$ cat src/rtl/core/cqdv_pkg.sv
// Package for the circular queue with remove-by-value.
// Holds the request and response structs, operation and status codes and the cell control struct.
// No dependencies.
`default_nettype none

package cqdv_pkg;

	// Operation codes carried in the request func field.
	localparam logic FUNC_ENQUEUE = 1'b0;
	localparam logic FUNC_REMOVE  = 1'b1;

	// Status codes returned in the response.
	localparam logic [1:0] ST_DONE      = 2'd0;
	localparam logic [1:0] ST_FULL      = 2'd1;
	localparam logic [1:0] ST_NOT_FOUND = 2'd2;

	typedef struct packed {
		logic               func;
		logic signed [31:0] value;
	} req_t;

	typedef struct packed {
		logic [1:0] status;
		logic [8:0] occupancy;
	} rsp_t;

	// Control handed to every storage cell.
	typedef struct packed {
		logic cmp;    // compare the incoming word against the held entry
		logic shift;  // a remove is executing: matched cell and newer ones pull from newer neighbor
	} cell_ctl_t;

endpackage

`default_nettype wire

$ cat src/rtl/core/cqdv_cell.sv
// One storage cell of the queue: holds one entry and its registered match flag.
// Depends on cqdv_pkg for the cell control struct.
`default_nettype none

module cqdv_cell
	import cqdv_pkg::*;
#(
	parameter int WORD_BITS = 32
) (
	input  wire logic                 clk,
	input  wire cell_ctl_t            ctl,
	input  wire logic [WORD_BITS-1:0] cmp_word,
	input  wire logic                 load,
	input  wire logic [WORD_BITS-1:0] load_word,
	input  wire logic                 occupied,
	input  wire logic [WORD_BITS-1:0] newer_word,
	input  wire logic                 seen_in,
	output logic                      seen_out,
	output logic [WORD_BITS-1:0]      word
);

	logic [WORD_BITS-1:0] entry_q;
	logic                 match_s1;

	// A match here or in any older cell means this cell closes the gap.
	assign seen_out = seen_in | match_s1;
	assign word     = entry_q;

	always_ff @(posedge clk) begin
		if (ctl.cmp) begin
			match_s1 <= occupied & (entry_q == cmp_word);
		end
	end

	always_ff @(posedge clk) begin
		if (load) begin
			entry_q <= load_word;
		end else if (ctl.shift && seen_out) begin
			entry_q <= newer_word;
		end
	end

endmodule

`default_nettype wire

$ cat config.mk
export PLATFORM = sky130hd
export DESIGN_NAME = cqdv_cell
export DESIGN_NICKNAME = d
export VERILOG_FILES = /design/src/rtl/core/cqdv_pkg.sv /design/src/rtl/core/cqdv_cell.sv
export SDC_FILE = /design/constraint.sdc
export NUM_CORES = 1
export LEC_CHECK = 0
export BUFFER_PORTS_ARGS = -buffer_cell sky130_fd_sc_hd__clkbuf_2
export CORE_MARGIN = 2
export CORE_UTILIZATION = 36
export CTS_CLUSTER_DIAMETER = 80
export DETAILED_ROUTE_END_ITERATION = 10
export PLACE_DENSITY = 0.77
export SYNTH_ARGS = -nofsm -noshare
export SYNTH_HDL_FRONTEND = slang
export SYNTH_SLANG_ARGS = --single-unit
export TNS_END_PERCENT = 30
$ cat constraint.sdc
create_clock -name clk -period 1.5 [get_ports clk]
set_clock_uncertainty 0.1 [all_clocks]
set_input_delay 0.075 -clock clk [delete_from_list [all_inputs] [get_ports clk]]
set_output_delay 0.075 -clock clk [all_outputs]
set_load 0.005 [all_outputs]
== Yosys cells after proc, flatten, opt, wreduce, memory -nomap -nowiden ==
Cells that the tools add are included.

* Word-level logic and storage cells: 9
* Flip-flop bits (word level): 33
* Output and inout port bits: 33
* Input bits: 102

* Bitwise operators: 2
* Equal/unequal tests: 1
* Reductions and logical operators: 2
* Mux-type cells: 2

{| class="wikitable"
|+ Operators with widths
! cell !! number
|-
| $mux 32 || 2
|-
| $eq 32x32->1 || 1
|-
| $reduce_bool 2->1 || 1
|-
| $and 1x1->1 || 1
|-
| $logic_and 1x1->1 || 1
|-
| $or 1x1->1 || 1
|}

== Logic depth before layout (Yosys ltp) ==
* Depth after elaboration: 4
* Gate-level depth with buffers: 4
* Depth with buffers taken out: 4

== Worst setup path after synthesis ==
Ideal clock, no wire load.

* Path type: register to register
* Start: register match_s1
* End: register entry_q[0], in the netlist word[0], enable pin
* Required time: 1.007 ns
* Setup time: 0.393 ns
* Path slack: -0.140 ns
* Arrival time: 1.146 ns
* Path buffers: 0
* Stages on the path, launching flop included: 3
* Path through: edfxtp_1 -> or2_2 -> a21o_1

* Longest elaborated chain between the ends: 3

{| class="wikitable"
|+ RTL lines
! item !! line !! source
|-
| from (decl) || cqdv_cell.sv:23 || <nowiki>logic match_s1;</nowiki>
|-
| from (signal assigned) || cqdv_cell.sv:31 || <nowiki>match_s1 <= occupied & (entry_q == cmp_word);</nowiki>
|-
| $or 1x1->1 || cqdv_cell.sv:26 || <nowiki>assign seen_out = seen_in | match_s1;</nowiki>
|-
| named net seen_out || cqdv_cell.sv:18 || <nowiki>output logic seen_out,</nowiki>
|-
| $logic_and 1x1->1 || cqdv_cell.sv:38 || <nowiki>end else if (ctl.shift && seen_out) begin</nowiki>
|-
| $reduce_bool 2->1 (no line) || n/a ||
|-
| to (signal assigned) || cqdv_cell.sv:37 || <nowiki>entry_q <= load_word;</nowiki>
|-
| to (signal assigned) || cqdv_cell.sv:39 || <nowiki>entry_q <= newer_word;</nowiki>
|-
| to (decl) || cqdv_cell.sv:22 || <nowiki>logic [WORD_BITS-1:0] entry_q;</nowiki>
|}

The timed path passes the listed nets, and every way through them passes these cells.
A chain may end at the register's enable or synchronous reset.

== Final worst setup path ==
* Start: register entry_q[26], in the netlist word[26]
* End: register match_s1, data pin

* Longest elaborated chain between the ends: 2

{| class="wikitable"
|+ RTL lines
! item !! line
|-
| $eq 32x32->1 || cqdv_cell.sv:31
|-
| $and 1x1->1 || cqdv_cell.sv:31
|}

No other way between the ends.

==> results by stage <==
CTS:
- CTS built an H-tree with a depth of 2.
- The number of buffers created by CTS is 5.
- The clock slew at the register clock pins of the worst setup and hold paths is around 0.070 ns.
- The number of sinks driven by the clock tree is 33.
- The clock network latency to the later pin of the worst-skew pair is 0.28 ns.
- TritonCTS built the clock tree.
- The tree is rooted in a sky130_fd_sc_hd__clkbuf_8.
- The longest clock path from root to sink contains 2 buffers.

Critical path:
- The data arrival time at the worst-slack endpoint is 1.49 ns.
- The highest fanout seen on the critical path is 2.
- The family of cells with the greatest summed delay on the critical path is simple AND/OR/NAND/NOR gates.
- The cell type of the slowest stage on the worst timing path is sky130_fd_sc_hd__edfxtp_1.
- STA classifies the critical path endpoint as a register.
- The critical path launch point type is a register.
- Traced cell by cell, the critical path runs through xor2_1 -> nor4_2 -> nand3_1 -> nor3_2.
- The worst setup path is of the reg2reg kind.
- STA puts the critical path data required time at roughly 1.5 ns.
- Counting both buffers and inverters, the worst setup path holds a total of 0.
- The stage delay of the slowest cell on the critical path is around 0.40 ns.

Synthesis:
- The net count after synthesis is about 220.
- Summing the areas of all xor and xnor instances in the mapped netlist gives around 16% of the synthesized area.
- The average instance in the mapped netlist occupies 15.13 um2.
- Of the synthesized area, sequential elements account for a little under three fifths.
- The portion of synthesized area spent on multiplexers is roughly a fifth.
- The share of the synthesized area in compound gates (AO/OA/AOI/OAI) is 0.4313%.
- Counting flops with an async set or reset pin after synthesis yields a share of 0%.
- The number of flip-flops and latches in the synthesized netlist is 33.
- The largest total area in the synthesized netlist belongs to sky130_fd_sc_hd__edfxtp_1.
- Yosys mapped the design onto 12 distinct sky130hd cell types.
- The number of warnings printed during yosys synthesis is 0.
- By area, the combinational part of the netlist is dominated by multiplexers.
- The post-synthesis instance total is 115.
- The post-synth design cell area is about 1700 um2.
- The synthesized netlist devotes ~4.7% of its cell area to simple gates.
- After synthesis, the cell types taking the most area are sky130_fd_sc_hd__edfxtp_1, sky130_fd_sc_hd__mux2_2, sky130_fd_sc_hd__xor2_1.
- The most used flip-flop cell after synthesis is sky130_fd_sc_hd__edfxtp_1.
- The commonest cells after synthesis are sky130_fd_sc_hd__edfxtp_1, sky130_fd_sc_hd__mux2_2, sky130_fd_sc_hd__xor2_1.
- The synthesized design devotes to its leading area cell type a little under three fifths of total area.
- Yosys mapped a number of flops with a built-in enable equal to 33.
- The cell with the most instances after synthesis is sky130_fd_sc_hd__edfxtp_1.
- After Yosys synthesis, full adders, half adders and majority gates account for 0% of the synthesized area.

Timing:
- Setup repair after global routing could not meet its margin everywhere.
- The final critical delay including setup and external delays is about 1.5 ns.
- Dividing the final minimum period by the clock period gives a little over nine tenths.
- The final sum of negative setup slack is 0 ns.
- The number of pins exceeding their max-slew limit in the final report was 0.
- The worst max-slew margin expressed relative to the limit is between 80% and 90%.
- The maximum clock rate is between 600 and 700 MHz.
- The worst setup slack after layout is between 0.04 and 0.05 ns.
- The count of final hold-check violations is 0.
- Setup violations remaining at the end of the flow were counted as 0.
- The slew at the pin closest to its max-slew limit is 0.2832 ns.

Finish:
- The area growth from synthesis to layout is 59.89%.
- The net count reported at finish is roughly 370.
- The count of non-filler cells in the finished layout is around 330.
- The antenna cell count is 0.
- The post-route cell area is ~2800 um2.
- The share of cells above drive strength 1 is about 67%.

Job:
- Max-cap violations in this run came to 0.

Power and ir drop:
- The power per cell area is 879.9 nW/um2.
- The worst-case IR drop observed on VDD is between 0.3 and 0.4 mV.
- The total power draw is 2.448 mW.
- Summed over all cells, the static leakage comes to 1.302 nW.

Detailed routing:
- The via count of the routed design is 1500.
- For this block, the routed nets add up to around 4800 um of wire.
- The count of nets left with antenna violations once routing finished came out at 0.
- The wire length per cell is roughly 15 um.
- For this run, design rule violations remaining after detail routing come to 0.
- The number of DRC markers in iteration 0 is 46.
- The detailed-routing iteration count for the pre-antenna-repair pass is 4.
- The ratio of routed vias to standard cells is ~4.6.

Run status:
- The flow ran to the end, and the final reports show no timing, DRC or antenna violations.

Die:
- The placeable core region is between 4000 and 5000 um2.
- The initialized floorplan defines 25 standard-cell rows.
- The die outline area is about 5400 um2.
- The die outline height is 73.53 um.
- The I/O pin count is around 140.
- The initial core utilization is around 37%.
- The floorplan step set the die width to roughly 74 um.

Global route:
- The met2 routing resource usage after global routing is a little under a third.
- Global routing finished with a remaining overflow of 0.
- The first global-routing pass estimated 6817 um of wire.
- The met1 track demand over resource is 17.79%.
- In the global route stage, met3 resource usage came out at between 6 and 7%.
- After global routing, the most crowded layer is met2.
- The initial antenna violation count is 0.
- The total global-route track usage is 17.25%.
- The via count of the first global-routing pass was 1537.
- The pin count of the biggest net entering global routing is 34.

Place:
- The HPWL after detailed placement is 3612 um.
- Routability-driven placement finished with a final weighted congestion of between 0.7 and 0.8.
- The worst slack after detailed placement is -0.08845 ns.
- The area of placed instances is between 2000 and 2500 um2.
- The placed cell count is 301.
- Buffers placed on the I/O ports in this run total 134.

Min path:
- The class of the most critical hold timing path is in2reg.
## final timing paths
kind,start,endpoint,slack [ns],depth (start not counted)
max,word[26],match_s1,0.04,4
min,newer_word[13],word[13],0.004,2
max reg2reg,word[26],match_s1,0.04,4
min reg2reg,word[7],match_s1,0.65,3
## worst reg2reg max path, delay by kind of cell, from the launching register on
kind             cells  cell delay [ns]
AND/OR/NAND/NOR      3             0.65
XOR/XNOR             1             0.16
flip-flops           1             0.40
## cells by family (layout without fill, tap and decap cells)
group / after synthesis / count (layout)
flip-flops: 33 / 33
XOR/XNOR: 32 / 32
multiplexers: 32 / 32
AND/OR/NAND/NOR: 13 / 13
buffers and inverters: 4 / 160
AO/OA/AOI/OAI: 1 / 1
## area by class of cell
type,count,area [um2]
Sequential cell,33,991.0
Multi-Input combinational cell,78,749.5
Timing Repair Buffer,152,868.3
Clock buffer,6,72.57
Tap cell,54,67.56
Clock inverter,2,33.78
Fill cell,388,1909
## cell usage in the layout, fill, tap and decap left out, drive strengths merged, types with 2 or more instances in the layout
| cell type | netlist | final |
|---|---|---|
| edfxtp | 33 | 33 |
| buf | 4 | 3 |
| nor4 | 7 | 7 |
| nor3 | 2 | 2 |
| mux2 | 32 | 32 |
| xor2 | 31 | 31 |
| clkbuf | 0 | 140 |
| nand3 | 2 | 2 |
| dlygate4sd3 | 0 | 15 |
## sequential cells by signal, indices dropped and copies added (netlist names)
signal,cells
word,32
match_s1,1
## what timing repair did
action | 4_1_cts | 5_1_grt
endpoints found under the setup margin | 1 | 1
pin swaps | 3 | 0
resized for setup | 1 | 2
buffers inserted | 1 | 0
hold endpoints to repair | 9 | 1
hold buffers | 14 | 1
## routing by layer
metal / vias to the layer above / wire length, um
met5: - / 0
met4: 0 / 76
met3: 6 / 388
met2: 83 / 2550
met1: 675 / 1799
li1: 736 / -
## per-stage QoR
step	hold WS [ns]	utilization, %
global route	0.001515	59.31
detailed placement	0.1876	53.28
floorplan	0.08750	-
global placement	0.1797	53.28
CTS	0.00008157	58.83
finish	0.004089	59.31
## where the power goes
| part | total, mW | switching [mW] | leakage [nW] | internal, mW |
|---|---|---|---|---|
| registers | 1.16 | 0.0485 | 0.332 | 1.11 |
| clock network | 0.790 | 0.300 | 0.0528 | 0.490 |
| logic | 0.496 | 0.201 | 0.917 | 0.295 |
| total | 2.45 | 0.550 | 1.30 | 1.90 |
Power figures use the tool's default switching activity.
